$ cat src/design/bea_pkg.sv
// Shared types and constants for the button edge and auto-repeat block.
// Used by the lane, the output register and the top level; no dependencies.
package bea_pkg;

  localparam int InWidth = 8;
  localparam int RegWidth = 8;
  localparam int IndexWidth = 8;
  localparam int DefaultNumButtons = 8;

  localparam logic [RegWidth-1:0] ResetDelay = 8'd20;
  localparam logic [RegWidth-1:0] ResetRate = 8'd5;

  localparam logic [IndexWidth-1:0] RegRepeatDelay = 8'd0;
  localparam logic [IndexWidth-1:0] RegRepeatRate = 8'd1;

  typedef struct packed {
    logic [InWidth-1:0] held_mask;
    logic [InWidth-1:0] held_before;
    logic [InWidth-1:0] pressed_mask;
    logic [InWidth-1:0] released_mask;
    logic [InWidth-1:0] repeat_mask;
  } result_t;

endpackage

$ cat src/design/button_edge_autorepeat_top.sv
// Button edge detector with typematic auto-repeat, one counter lane per button.
// The result item is registered and appears in the cycle after its item is accepted.
// Throughput is one item per cycle unless the result is stalled; all lanes update together on each accepted item.
// The output register lets a new item in while the result is taken.
// Synchronous reset clears the held history, loads every counter with 20,
// and sets the delay and rate registers to 20 and 5.
module button_edge_autorepeat_top #(
  parameter int NUM_BUTTONS = bea_pkg::DefaultNumButtons
) (
  input  logic                           clk,
  input  logic                           rst,
  input  logic                           item_valid,
  output logic                           item_stall,
  input  logic [bea_pkg::InWidth-1:0]    held_now,
  output logic                           result_valid,
  input  logic                           result_stall,
  output logic [bea_pkg::InWidth-1:0]    held_mask,
  output logic [bea_pkg::InWidth-1:0]    held_before,
  output logic [bea_pkg::InWidth-1:0]    pressed_mask,
  output logic [bea_pkg::InWidth-1:0]    released_mask,
  output logic [bea_pkg::InWidth-1:0]    repeat_mask,
  input  logic                           cfg_valid,
  output logic                           cfg_ready,
  input  logic [bea_pkg::IndexWidth-1:0] cfg_index,
  input  logic [bea_pkg::RegWidth-1:0]   cfg_data
);

  localparam int W = (NUM_BUTTONS > bea_pkg::InWidth) ? NUM_BUTTONS : bea_pkg::InWidth;

  logic [bea_pkg::RegWidth-1:0] repeat_delay;
  logic [bea_pkg::RegWidth-1:0] repeat_rate;
  logic [W-1:0] last_held;
  logic [W-1:0] held_w;
  logic [W-1:0] pressed_w;
  logic [W-1:0] released_w;
  logic [W-1:0] repeat_w;
  logic [W-1:0] hit_w;
  logic         advance;
  bea_pkg::result_t res_next;
  bea_pkg::result_t res;

  assign cfg_ready = 1'b1;
  assign item_stall = result_valid && result_stall;
  assign advance = item_valid && !item_stall;

  always_ff @(posedge clk) begin
    if (rst) begin
      repeat_delay <= bea_pkg::ResetDelay;
      repeat_rate <= bea_pkg::ResetRate;
    end else if (cfg_valid && cfg_ready) begin
      if (cfg_index == bea_pkg::RegRepeatDelay) begin
        repeat_delay <= cfg_data;
      end else if (cfg_index == bea_pkg::RegRepeatRate) begin
        repeat_rate <= cfg_data;
      end
    end
  end

  for (genvar i = 0; i < W; i++) begin : g_bit
    if (i < bea_pkg::InWidth && i < NUM_BUTTONS) begin : g_in
      assign held_w[i] = held_now[i];
    end else begin : g_zero
      assign held_w[i] = 1'b0;
    end
    if (i < NUM_BUTTONS) begin : g_lane
      bea_lane u_lane (
        .clk          (clk),
        .rst          (rst),
        .en           (advance),
        .held         (held_w[i]),
        .pressed      (pressed_w[i]),
        .repeat_delay (repeat_delay),
        .repeat_rate  (repeat_rate),
        .repeat_hit   (hit_w[i])
      );
    end else begin : g_nolane
      assign hit_w[i] = 1'b0;
    end
  end

  assign pressed_w = held_w & ~last_held;
  assign released_w = last_held & ~held_w;
  assign repeat_w = pressed_w | hit_w;

  always_ff @(posedge clk) begin
    if (rst) begin
      last_held <= '0;
    end else if (advance) begin
      last_held <= held_w;
    end
  end

  always_comb begin
    res_next.held_mask = held_w[bea_pkg::InWidth-1:0];
    res_next.held_before = last_held[bea_pkg::InWidth-1:0];
    res_next.pressed_mask = pressed_w[bea_pkg::InWidth-1:0];
    res_next.released_mask = released_w[bea_pkg::InWidth-1:0];
    res_next.repeat_mask = repeat_w[bea_pkg::InWidth-1:0];
  end

  bea_out_reg u_out (
    .clk      (clk),
    .rst      (rst),
    .load     (advance),
    .res_next (res_next),
    .stall    (result_stall),
    .valid    (result_valid),
    .res      (res)
  );

  assign held_mask = res.held_mask;
  assign held_before = res.held_before;
  assign pressed_mask = res.pressed_mask;
  assign released_mask = res.released_mask;
  assign repeat_mask = res.repeat_mask;

  a_stall_needs_result: assert property (@(posedge clk) disable iff (rst)
    item_stall |-> result_valid)
    else $error("Input stalled with no result waiting.");

  a_accept_gives_result: assert property (@(posedge clk) disable iff (rst)
    (item_valid && !item_stall) |=> result_valid)
    else $error("Accepted item produced no result.");

  a_repeat_only_held: assert property (@(posedge clk) disable iff (rst)
    result_valid |-> ((repeat_mask & ~held_mask) == '0))
    else $error("Repeat pulse on a button that is not held.");

  a_press_is_repeat: assert property (@(posedge clk) disable iff (rst)
    result_valid |-> ((pressed_mask & ~repeat_mask) == '0))
    else $error("Fresh press missing from the repeat mask.");

  a_edges_disjoint: assert property (@(posedge clk) disable iff (rst)
    result_valid |-> ((pressed_mask & released_mask) == '0))
    else $error("Button both pressed and released in one item.");

endmodule

$ cat src/design/bea_lane.sv
// One button lane: the repeat down-counter and its expiry pulse.
// Depends on bea_pkg for the register width and reset values.
module bea_lane (
  input  logic                         clk,
  input  logic                         rst,
  input  logic                         en,
  input  logic                         held,
  input  logic                         pressed,
  input  logic [bea_pkg::RegWidth-1:0] repeat_delay,
  input  logic [bea_pkg::RegWidth-1:0] repeat_rate,
  output logic                         repeat_hit
);

  logic [bea_pkg::RegWidth-1:0] count;
  logic [bea_pkg::RegWidth-1:0] count_next;

  always_comb begin
    repeat_hit = held && !pressed && (count == '0);
    if (!held || pressed) begin
      count_next = repeat_delay;
    end else if (count != '0) begin
      count_next = count - bea_pkg::RegWidth'(1);
    end else begin
      count_next = repeat_rate;
    end
  end

  always_ff @(posedge clk) begin
    if (rst) begin
      count <= bea_pkg::ResetDelay;
    end else if (en) begin
      count <= count_next;
    end
  end

endmodule

$ cat src/design/bea_out_reg.sv
// Output stage that holds the combined lane results as one registered result item.
// Depends on bea_pkg for the result structure.
module bea_out_reg (
  input  logic             clk,
  input  logic             rst,
  input  logic             load,
  input  bea_pkg::result_t res_next,
  input  logic             stall,
  output logic             valid,
  output bea_pkg::result_t res
);

  always_ff @(posedge clk) begin
    if (rst) begin
      valid <= 1'b0;
    end else if (load) begin
      valid <= 1'b1;
    end else if (!stall) begin
      valid <= 1'b0;
    end
  end

  always_ff @(posedge clk) begin
    if (load) begin
      res <= res_next;
    end
  end

endmodule

$ cat config.mk
export PLATFORM = sky130hd
export DESIGN_NAME = button_edge_autorepeat_top
export DESIGN_NICKNAME = d
export VERILOG_FILES = /design/src/design/bea_pkg.sv /design/src/design/button_edge_autorepeat_top.sv /design/src/design/bea_lane.sv /design/src/design/bea_out_reg.sv
export SDC_FILE = /design/constraint.sdc
export NUM_CORES = 1
export LEC_CHECK = 0
export ABC_AREA = 1
export ABC_CLOCK_PERIOD_IN_PS = 3900
export BUFFER_PORTS_ARGS = -buffer_cell sky130_fd_sc_hd__buf_2
export CORE_ASPECT_RATIO = 1.1
export CORE_MARGIN = 1.5
export CORE_UTILIZATION = 50
export CTS_CLUSTER_SIZE = 40
export DETAILED_ROUTE_END_ITERATION = 6
export GPL_TIMING_DRIVEN = 0
export MAX_ROUTING_LAYER = met4
export PLACE_DENSITY = 0.74
export SETUP_SLACK_MARGIN = 0.4
export SKIP_LAST_GASP = 1
export SLEW_MARGIN = 30
export SYNTH_ARGS = -nofsm -noshare
export SYNTH_HDL_FRONTEND = slang
export SYNTH_SLANG_ARGS = --single-unit
export TNS_END_PERCENT = 30
$ cat constraint.sdc
create_clock -name clk -period 3.9 [get_ports clk]
set_input_delay 0.585 -clock clk [delete_from_list [all_inputs] [get_ports clk]]
set_output_delay 0.585 -clock clk [all_outputs]
set_load 0.01 [all_outputs]
==> summary.md, run 1 <==
| Metric | Value |
|---|---|
| Post-synth cell types | 30 |
| Critical path's most frequent cell | buf_4 |
| Max-slew violations | 0 |
| Rel. slew slack | 44.66% |
| RSZ-0062 raised after global routing | no |
| Hold Crit Start | held_now[0] |
| Yosys top cell area share | 24.78% |
| Maximum VDD drop | 0.0002331 V |
| Status | finished, violations left |
| Remaining global-route overflow | 0 |
| H-tree levels | 4 |
| Core Footprint | 13910 sq um |
| Routability congestion estimate | between 0.9 and 1 |
| Clk buf depth | 2 |
| Setup ws final | between 2 and 2.5 ns |
| Pin count of the biggest net entering global routing | 50 |
| Syn Inst Count | approximately 1000 |
| Initial core utilization | about half |
| Crit path time final | between 1.5 and 2 ns |
| Actual slew at the worst max-slew pin | around 0.83 ns |
| Critical Path Start Type | flop |
| Number of setup violations in the final report | 0 |
| Worst hold margin | between 0.3 and 0.4 ns |
| Final Net Count | between 1000 and 1500 |
| Die ar. | around 15000 sq um |
| Cell chain of the critical path | nand2_1 -> nand2_2 -> inv_2 -> buf_4 -> buf_4 |
| Cell taking the most area after synthesis | dfxtp_1 |
| Failing checks | design-rule violations |
| DP Cell Count | 1280 |
| Clock transition at path regs | approximately 0.060 ns |
| Clock Skew | 0.008120 ns |
| Syn nets | 1067 |
| DR WL/cell | approximately 15 microns |
| Worst Setup SP | u_out.valid |
| Area delta synth->final | 16.55% |
| Vias in the first global route | between 6000 and 7000 |
| HPWL after DPL | between 10000 and 15000 microns |
| CP delay by family, top | buffers and inverters |
| Fin. Hold Viols | 0 |
| CP max stage cell | buf_4 |
| Setup_tns | 0 ns |
| Standard-cell row count | 45 |
| Tcrit/Tclk final | 46.07% |
| Bufs and invs on worst path | 3 |
| Fmax | approximately 560 MHz |
| Total Routed Length | roughly 20000 microns |
| Critical R2R Launch | u_out.valid |
| Die Wd | roughly 120 microns |
| Die Height | 128.8 microns |
| Starting DRC count in detailed routing | 794 |
| PostCTS Resize Cnt | 0 |
| Ranking of synthesized cells by area | dfxtp_1 (25%), edfxtp_1 (17%), a21oi_1 (12%), nand2_1 (12%), o21ai_0 (6.3%) |
| DR vias | a little over 7000 |
| CTS tree | built |
| Clk Latency, worst-skew pair | about 0.43 ns |
| Synth top cells by count | nand2_1 (227), a21oi_1 (175), inv_1 (108) |
| Synth warn | 0 |
| Antenna violations before repair | 0 |
| Largest family of logic cells by synthesized area | simple AND/OR/NAND/NOR gates |
| Synthesized flop and latch total | between 100 and 150 |
| Antenna fix cells | 0 |
| Top-count cell post-synth | nand2_1 |
| Residual DRC | 6 |
| Count of buffers from port buffering | 70 |
| Setup CP Type | flop to flop |
| Adder-Cell Fraction of Synth Area | roughly 2.8% |
| Worst endpoint required time | around 4.0 ns |
| Detailed Routing Iterations Pass 1 | 7 |
| Post-Syn Area | just over 7000 sq um |
| Sequential-to-total area share from yosys stat | just over 40% |
| Arrival time of the worst setup path | about 1.9 ns |
| Antenna-violating nets left | 0 |
| Synth async-reset ratio | 0% |
| Worst Path Max Fanout | 49 |
| Syn avg cell area | approximately 7.0 sq um |
| Overall routing resource usage | between 20% and 30% |
| Multiplexer area fraction after synthesis | 0% |
| Pleak | 3.742 nW |
| Power Density | about 440 nW/um^2 |
| Setup Buffers After CTS | 0 |
| Clk root buf | clkbuf_16 |
| IO Count | 72 |
| Top_reg_cell synth | dfxtp_1 |
| Hold Path Class | primary input to flop |
| Total CTS buffers | 17 |
| Number of vias per cell | 5.502 |
| CP endpoint kind | flop |
| Post-CTS Hold Buffers | 0 |
| Post-Layout Cell Count | 1312 |
| First-pass GRT wire length | 32040 microns |
| Simple-Gate Fraction of Synth Area | 26.41% |
| Synth Area in Compound Gates | between 20% and 30% |
| Pre-CTS WS | 1.725 ns |
| Ratio of cells with drive above 1 in the final layout | a little over an eighth |
| Largest stage delay, worst path | roughly 0.52 ns |
| EDFF count, synth | 40 |
| Maxcap violations | 0 |
| Clock sink total | 129 |
| XOR/XNOR Fraction of Synth Area | less than 1% |
-- cell usage in the layout (no fill, tap or decap), types with 2 or more instances in the layout --
cell	n
buf_4	3
xor2_1	2
o211ai_1	9
nand4_1	5
nor2_2	8
nor2_4	7
buf_6	2
dfxtp_1	89
nand3_1	70
buf_2	77
o21ai_0	91
inv_6	2
a21oi_1	175
clkinv_4	3
edfxtp_1	40
buf_1	7
inv_2	7
nand2_2	14
nand2_1	227
ha_1	16
inv_1	108
clkbuf_16	17
o21ai_1	5
xnor2_1	3
bufinv_16	3
nand3b_1	10
clkbuf_1	21
nor2_1	90
clkinv_2	5
-- worst register-to-register path, cell delays in order (launching register included) --
cell     delay, ns
dfxtp_1       0.30
nand2_1       0.10
nand2_2       0.17
inv_2         0.10
buf_4         0.17
buf_4         0.53
-- layout make-up --
cell class,count,area [sq um]
fillers,1328,5527
multi-input cells,737,3588
flip-flops and latches,129,2983
clock buffers,18,439.2
inverters,115,431.7
repair buffers,70,350.3
well taps,188,235.2
plain buffers,41,190.2
clock inverters,14,162.7
-- path summary, 6_finish.rpt --
kind                                          end  slack, ns  depth (start not counted)
setup / recovery                    u_out.res[28]       2.10                          5
hold / removal                      u_out.res[32]       0.39                          1
setup reg to reg                    u_out.res[28]       2.10                          5
hold reg to reg   g_bit[0].g_lane.u_lane.count[0]       0.47                          2
-- per-layer routing --
metal / wire (microns) / vias up / global-route usage (%)
met2: 9195 / 347 / 43.84
met5: 0 / - / -
met4: 637 / 0 / 13.22
li1: - / 3564 / -
met1: 8668 / 3255 / 35.29
met3: 1823 / 52 / 6.339
-- flip-flops by register name, summed over array words and instances, names as in the netlist --
register and flops:
repeat_delay 8, u_out.valid 1, u_out.res 40, g_bit.g_lane.u_lane.count 64
repeat_rate 8, last_held 8
-- power by group --
part,total (W),switching (W),leakage (nW),internal [W]
registers,0.00153,0.0000619,1.13,0.00147
logic,0.000497,0.000323,2.31,0.000174
clock network,0.00163,0.000610,0.302,0.00102
-- stage by stage --
| step | power (W) | utilization [%] | instance area [sq um] |
|---|---|---|---|
| 6_report | 0.003661 | 60.26 | 8381 |
| 2_1_floorplan | 0.001901 | - | 7191 |
| 3_3_place_gp | 0.002038 | 55.92 | 7776 |
| 3_5_place_dp | 0.002048 | 55.93 | 7779 |
| 5_1_grt | 0.003802 | 60.26 | 8381 |
| 4_1_cts | 0.003660 | 60.26 | 8381 |
-- kinds of logic after synthesis --
kind of cell	after synthesis
buffers and inverters	156
xor gates and xnor gates	5
other	1
AOI/OAI and AO/OA	282
adders and majority gates	16
DFF	129
and+or+nand+nor	433
Note: power is estimated with default switching activity, not from simulation.
==> run 2, diff against run 1 <==
ABC_CLOCK_PERIOD_IN_PS = 1900   (was 3900)
clock period = 1.9 ns   (was 3.9 ns; I/O delays follow)
==> run 2 against run 1 <==
Effect of this change:
- the run now ends clean
- largest cell class unchanged
- critical path type unchanged
- sequential share of layout area is 0.90 points lower
- via count is 1.8% higher
- wire length is 2.9% higher
- critical endpoint is now g_bit[4].g_lane.u_lane.count[2]
- clock-buffer cell count is 1 lower
- clock skew is 0.0013 ns lower
- power is 120% higher
==> summary.md, run 2 (synthesized netlist as in run 1, its figures left out) <==
| Metric | Value |
|---|---|
| Antenna violations before repair | 0 (unchanged) |
| Setup CP Type | flop to flop |
| H-tree levels | 4 (unchanged) |
| Ratio of cells with drive above 1 in the final layout | 15.89% (+2.2 points) |
| Setup_tns | 0 ns (unchanged) |
| Die Wd | 117.3 microns (unchanged) |
| Bufs and invs on worst path | 1 (-2) |
| Sw frac | 26.02% (-1.2 points) |
| Cell chain of the critical path | nand2_1 -> clkbuf_1 -> a21oi_1 -> o21ai_1 -> nand2_1 |
| Number of vias per cell | 5.560 (+1.1%) |
| Post-CTS Hold Buffers | 0 (unchanged) |
| Clock transition at path regs | 0.06 ns (about the same) |
| Initial core utilization | 51.70% (unchanged) |
| CP max stage cell | clkbuf_1 |
| Die ar. | 15110 sq um (unchanged) |
| Die Height | 128.8 microns (unchanged) |
| Area delta synth->final | 19.58% |
| Tcrit/Tclk final | 77.14% (+31 points) |
| Antenna fix cells | 0 (unchanged) |
| Fmax | 682.3 MHz (+23%) |
| Fin. Hold Viols | 0 (unchanged) |
| RSZ-0062 raised after global routing | yes |
| Number of setup violations in the final report | 0 (unchanged) |
| Actual slew at the worst max-slew pin | 0.9410 ns (+0.1109 ns) |
| CP endpoint kind | flop |
| Max-slew violations | 0 (unchanged) |
| First-pass GRT wire length | 32490 microns (+1.4%) |
| Seq pwr share | 39.9% (-2.0 points) |
| Biggest regs | g_bit.g_lane.u_lane.count (64), u_out.res (40) |
| Clk buf depth | 2 (unchanged) |
| Top layer in use | met4 |
| Arrival time of the worst setup path | 1.78 ns (-0.07 ns) |
| Starting DRC count in detailed routing | 900 (+13%) |
| Largest stage delay, worst path | 0.42 ns (-0.10 ns) |
| Residual DRC | 0 (-6) |
| Clock Skew | 0.006824 ns (-0.001296 ns) |
| Routed wl met2 | 9335 microns (+1.5%) |
| Clock power share | 46.6% (+2.1 points) |
| Status | complete, no violations |
| Max reg flops | 64 (unchanged) |
| Worst Path Max Fanout | 10 (-80%) |
| Commonest cells after routing, fill and taps aside | nand2_1 (223), a21oi_1 (175), inv_1 (105) |
| Critical path's most frequent cell | nand2_1 |
| Crit path time final | 1.466 ns (-0.3312 ns) |
| P_int | 0.005852 W (+120%) |
| Fin util | 61.83% (+1.6 points) |
| DRT met1 WL | 8784 microns (+1.3%) |
| Remaining global-route overflow | 0 (unchanged) |
| Overall routing resource usage | 28.57% (+0.30 points) |
| Vias in the first global route | 6481 (+2.5%) |
| IO Count | 72 (unchanged) |
| Core Footprint | 13910 sq um (unchanged) |
| Pleak | 3.869 nW (+3.4%) |
| Clk root buf | clkbuf_16 |
| Clock sink total | 129 (unchanged) |
| Fill cells | 1300 (-2.1%) |
| Detailed Routing Iterations Pass 1 | 6 (-1) |
| Reg with most FFs | g_bit.g_lane.u_lane.count |
| Metal3 WL | 2059 microns (+13%) |
| Total Routed Length | 20920 microns (+2.9%) |
| Routability congestion estimate | 0.9226 (-0.90%) |
| Total CTS buffers | 17 (unchanged) |
| Commonest non-fill, non-tap cell in the layout | nand2_1 |
| DR vias | 7345 (+1.8%) |
| CP delay by family, top | buffers and inverters |
| Pin count of the biggest net entering global routing | 50 (unchanged) |
| Final Net Count | 1165 (+0.78%) |
| HPWL after DPL | 13500 microns (+1.5%) |
| Rel. slew slack | 37.27% (-7.4 points) |
| Power Density | 919.9 nW/um^2 (+110%) |
| Hold Path Class | primary input to flop |
| Gate power share | 13.5% (about the same) |
| Antenna-violating nets left | 0 (unchanged) |
| Count of buffers from port buffering | 70 (unchanged) |
| Worst endpoint required time | 2.21 ns (-1.75 ns) |
| Maxcap violations | 0 (unchanged) |
| Standard-cell row count | 45 (unchanged) |
| Maximum VDD drop | 0.0005494 V (+140%) |
| Critical Path Start Type | flop |
| Net Sw Power | 0.002058 W (+110%) |
| DR WL/cell | 15.84 microns (+2.2%) |
| Clk Latency, worst-skew pair | 0.43 ns (about the same) |
| CTS tree | built |
-- run 2: worst paths after layout --
kind              slack [ns]                              end  cells after the start                       startpoint
setup / recovery        0.43  g_bit[4].g_lane.u_lane.count[2]                      5                     last_held[4]
hold reg to reg         0.47  g_bit[6].g_lane.u_lane.count[0]                      2  g_bit[6].g_lane.u_lane.count[0]
setup reg to reg        0.43  g_bit[4].g_lane.u_lane.count[2]                      5                     last_held[4]
hold / removal          0.09                    u_out.res[32]                      1                      held_now[0]
-- run 2: repair_timing --
action / CTS / global route
cloned: 0 / 2
pin swaps: 0 / 5
gates resized for setup: 3 / 36
setup buffers: 0 / 7
endpoints found under the setup margin: 50 / 110
-- run 2: cell type report --
type | count | area [sq um] | area share, %
Clock buffer | 17 | 425.4 | 4.948
Multi-Input combinational cell | 739 | 3651 | 42.46
Buffer | 41 | 231.5 | 2.692
Timing Repair Buffer | 77 | 402.9 | 4.686
Tap cell | 188 | 235.2 | 2.736
Clock inverter | 15 | 237.7 | 2.765
Inverter | 115 | 431.7 | 5.020
Sequential cell | 129 | 2983 | 34.69
-- run 2: power groups by stage --
stage | clock [W] | combinational (W) | sequential, W
2_1_floorplan | 0 | 0.000692 | 0.00321
3_3_place_gp | 0 | 0.000983 | 0.00320
3_5_place_dp | 0 | 0.00100 | 0.00321
4_1_cts | 0.00371 | 0.00102 | 0.00315
5_1_grt | 0.00385 | 0.00120 | 0.00317
6_report | 0.00369 | 0.00107 | 0.00315
-- run 2: through the flow --
stage / area [sq um] / cells / hold WS, ns / power, W / setup WS [ns]
after floorplan: 7193 / 1022 / 0.3839 / 0.003903 / 0.4274
after global placement: 7779 / 1280 / 0.4540 / 0.004185 / 0.05243
after detailed placement: 7779 / 1280 / 0.4584 / 0.004206 / 0.04961
after CTS: 8454 / 1312 / 0.08486 / 0.007872 / 0.3989
after global routing: 8598 / 1321 / 0.08279 / 0.008215 / 0.3574
final: 8598 / 1321 / 0.08706 / 0.007910 / 0.4344
-- run 2: per-layer routing --
metal,track usage [%],vias up
met5,-,-
met4,14.52,0
met3,6.915,61
met2,42.87,385
met1,36.06,3312
li1,-,3587
==> run 3, diff against run 2 <==
ABC_CLOCK_PERIOD_IN_PS = 1200   (was 1900)
PLACE_DENSITY = 0.77   (was 0.74)
clock period = 1.2 ns   (was 1.9 ns; I/O delays follow)
==> run 3 against run 2 <==
Effect of this change:
- the flow now finishes with violations (design-rule violations, negative setup slack)
- final cell count rose by 4.2%
- first-iteration DRC count rose by 34%
- maximum frequency rose by 6.6%
- setup slack got worse by 0.61 ns
- flip-flop and latch count did not move
- combinational power rose by 130%
- critical path depth rose by 3
- wire length rose by 28%
- power rose by 63%
==> summary.md, run 3 (synthesized netlist as in run 1, its figures left out) <==
| Metric | Value |
|---|---|
| Seq pwr share | 39.4% (-0.5 points) |
| Pin count of the biggest net entering global routing | 17 (-66%) |
| Critical Path Start Type | flop |
| HPWL after DPL | 13510 microns (about the same) |
| Worst Path Max Fanout | 10 (unchanged) |
| Max reg flops | 64 (unchanged) |
| IO Count | 72 (unchanged) |
| Die Height | 128.8 microns (unchanged) |
| Count of buffers from port buffering | 70 (unchanged) |
| Footprint of the multi-input gates | 4365 sq um (+20%) |
| Clock power share | 41.5% (-5.1 points) |
| Initial core utilization | 51.70% (unchanged) |
| Hold Path Class | primary input to flop |
| Actual slew at the worst max-slew pin | 0.9437 ns (+0.002719 ns) |
| Setup ws final | -0.1744 ns (-0.6088 ns) |
| Clock Skew | 0.01215 ns (+0.005324 ns) |
| Arrival time of the worst setup path | 1.72 ns (-0.06 ns) |
| Maximum VDD drop | 0.0009546 V (+74%) |
| First-pass GRT wire length | 37410 microns (+15%) |
| DR WL/cell | 19.40 microns (+22%) |
| Total CTS buffers | 17 (unchanged) |
| Gate power share | 19.2% (+5.7 points) |
| Pwr Total | 0.01293 W (+63%) |
| Commonest non-fill, non-tap cell in the layout | nand2_1 |
| Vias in the first global route | 7448 (+15%) |
| Number of vias per cell | 6.166 (+11%) |
| H-tree levels | 4 (unchanged) |
| Detailed Routing Iterations Pass 1 | 7 (+1) |
| CP endpoint kind | flop |
| Fill cells | 954 (-27%) |
| Maxcap violations | 0 (unchanged) |
| Antenna-violating nets left | 0 (unchanged) |
| Setup CP Type | flop to flop |
| Failing checks | design-rule violations, negative setup slack |
| Antenna violations before repair | 0 (unchanged) |
| Worst endpoint required time | 1.55 ns (-0.66 ns) |
| Clk Latency, worst-skew pair | 0.44 ns (about the same) |
| Power Density | 1282 nW/um^2 (+39%) |
| RSZ-0062 raised after global routing | yes |
| Clock transition at path regs | 0.06 ns (about the same) |
| Clk buf depth | 2 (unchanged) |
| Starting DRC count in detailed routing | 1207 (+34%) |
| Number of setup violations in the final report | 105 (+105) |
| Reg with most FFs | g_bit.g_lane.u_lane.count |
| Ratio of cells with drive above 1 in the final layout | 35.58% (+20 points) |
| Biggest regs | g_bit.g_lane.u_lane.count (64), u_out.res (40) |
| Clock sink total | 129 (unchanged) |
| P_int | 0.009072 W (+55%) |
| Routability congestion estimate | 0.9436 (+2.3%) |
| Commonest cells after routing, fill and taps aside | nand2_1 (197), a21oi_1 (157), inv_1 (84) |
| Area delta synth->final | 40.21% |
| Fin. Hold Viols | 0 (unchanged) |
| Antenna fix cells | 0 (unchanged) |
| Overall routing resource usage | 32.69% (+4.1 points) |
| CTS tree | built |
| Total Routed Length | 26720 microns (+28%) |
| Core Footprint | 13910 sq um (unchanged) |
| Fin util | 72.50% (+11 points) |
| Residual DRC | 36 (+36) |
| Crit path time final | 1.374 ns (-0.09122 ns) |
| DR vias | 8491 (+16%) |
| Fmax | 727.6 MHz (+6.6%) |
| Pleak | 4.408 nW (+14%) |
| Max-slew violations | 0 (unchanged) |
| Status | finished, violations left |
| Standard-cell row count | 45 (unchanged) |
| Rel. slew slack | 37.08% (-0.18 points) |
| Sw frac | 29.82% (+3.8 points) |
| Clk root buf | clkbuf_16 |
| Sequential cell area | 3052 sq um (+2.3%) |
| Final Net Count | 1221 (+4.8%) |
| Net Sw Power | 0.003855 W (+87%) |
| Tcrit/Tclk final | 114.5% (+37 points) |
| Die ar. | 15110 sq um (unchanged) |
| Remaining global-route overflow | 0 (unchanged) |
| Die Wd | 117.3 microns (unchanged) |
## run 3: changes by cell type in the layout (fill, tap and decap cells not counted), moves of 20 or more
cell	previous run	this run
o21ai_0	91	47
dfxtp_1	89	48
dfxtp_2	0	34
buf_4	10	40
nand2_1	223	197
nor2_1	90	67
o21ai_2	1	23
inv_1	105	84
o21ai_1	5	25
## run 3: power by group through the flow
| stage | Combinational [W] | Clock (W) | Sequential (W) |
|---|---|---|---|
| 2_1_floorplan | 0.00114 | 0 | 0.00509 |
| 5_1_grt | 0.00264 | 0.00558 | 0.00512 |
| 6_report | 0.00248 | 0.00536 | 0.00509 |
| 3_3_place_gp | 0.00161 | 0 | 0.00507 |
| 4_1_cts | 0.00212 | 0.00534 | 0.00505 |
| 3_5_place_dp | 0.00164 | 0 | 0.00508 |
## run 3: cell type report
class / count / share of cell area (%)
sequential: 129 / 30.27
clock inverter: 13 / 1.464
buffer: 41 / 3.611
clock buffer: 19 / 4.604
tap: 188 / 2.333
inverter: 115 / 4.840
timing repair buffer: 128 / 9.581
multi-input combinational: 744 / 43.30
## run 3: per-layer routing
layer / vias to the layer above / share of wire (%) / wire (microns) / global-route usage [%]
met5: - / 0 / 0 / -
met4: 0 / 8.6 / 2310 / 22.37
met3: 256 / 12 / 3245 / 7.225
met2: 693 / 45 / 11910 / 50.73
met1: 3832 / 35 / 9254 / 38.13
li1: 3710 / - / - / -
## run 3: what timing repair did
| item | in CTS | in global routing |
|---|---|---|
| cloned | 12 | 3 |
| hold buffers | 6 | 0 |
| hold endpoints to repair | 6 | 0 |
| endpoints found under the setup margin | 179 | 179 |
| pin swaps | 66 | 31 |
| setup buffers | 27 | 17 |
| resized for setup | 261 | 104 |
## run 3: stage by stage
| stage | worst slack [ns] | area (sq um) | hold slack [ns] | cells | setup TNS (ns) |
|---|---|---|---|---|---|
| floorplan | 0.005323 | 7263 | 0.2789 | 1022 | 0 |
| global placement | -0.2937 | 7849 | 0.4216 | 1280 | -16.89 |
| detailed placement | -0.2754 | 7849 | 0.4194 | 1280 | -18.36 |
| CTS | -0.07669 | 9585 | 0.002133 | 1357 | -4.016 |
| global route | -0.2119 | 10080 | 0.008347 | 1377 | -11.03 |
| finish | -0.1744 | 10080 | 0.002367 | 1377 | -7.603 |
## run 3: critical path: stages, from the launching register on
cell and delay (ns):
dfxtp_2 0.33, nand2_4 0.10, nand2_4 0.07, inv_4 0.07
buf_12 0.13, buf_12 0.13, buf_12 0.14, o21ai_1 0.09
a21oi_1 0.22
## run 3: final timing paths
check,start,end,slack [ns],depth (start not counted)
setup / recovery,u_out.valid,g_bit[2].g_lane.u_lane.count[0],-0.17,8
hold / removal,held_now[3],u_out.res[35],0.002,1
setup reg to reg,u_out.valid,g_bit[2].g_lane.u_lane.count[0],-0.17,8
hold reg to reg,repeat_rate[1],repeat_rate[1],0.48,2
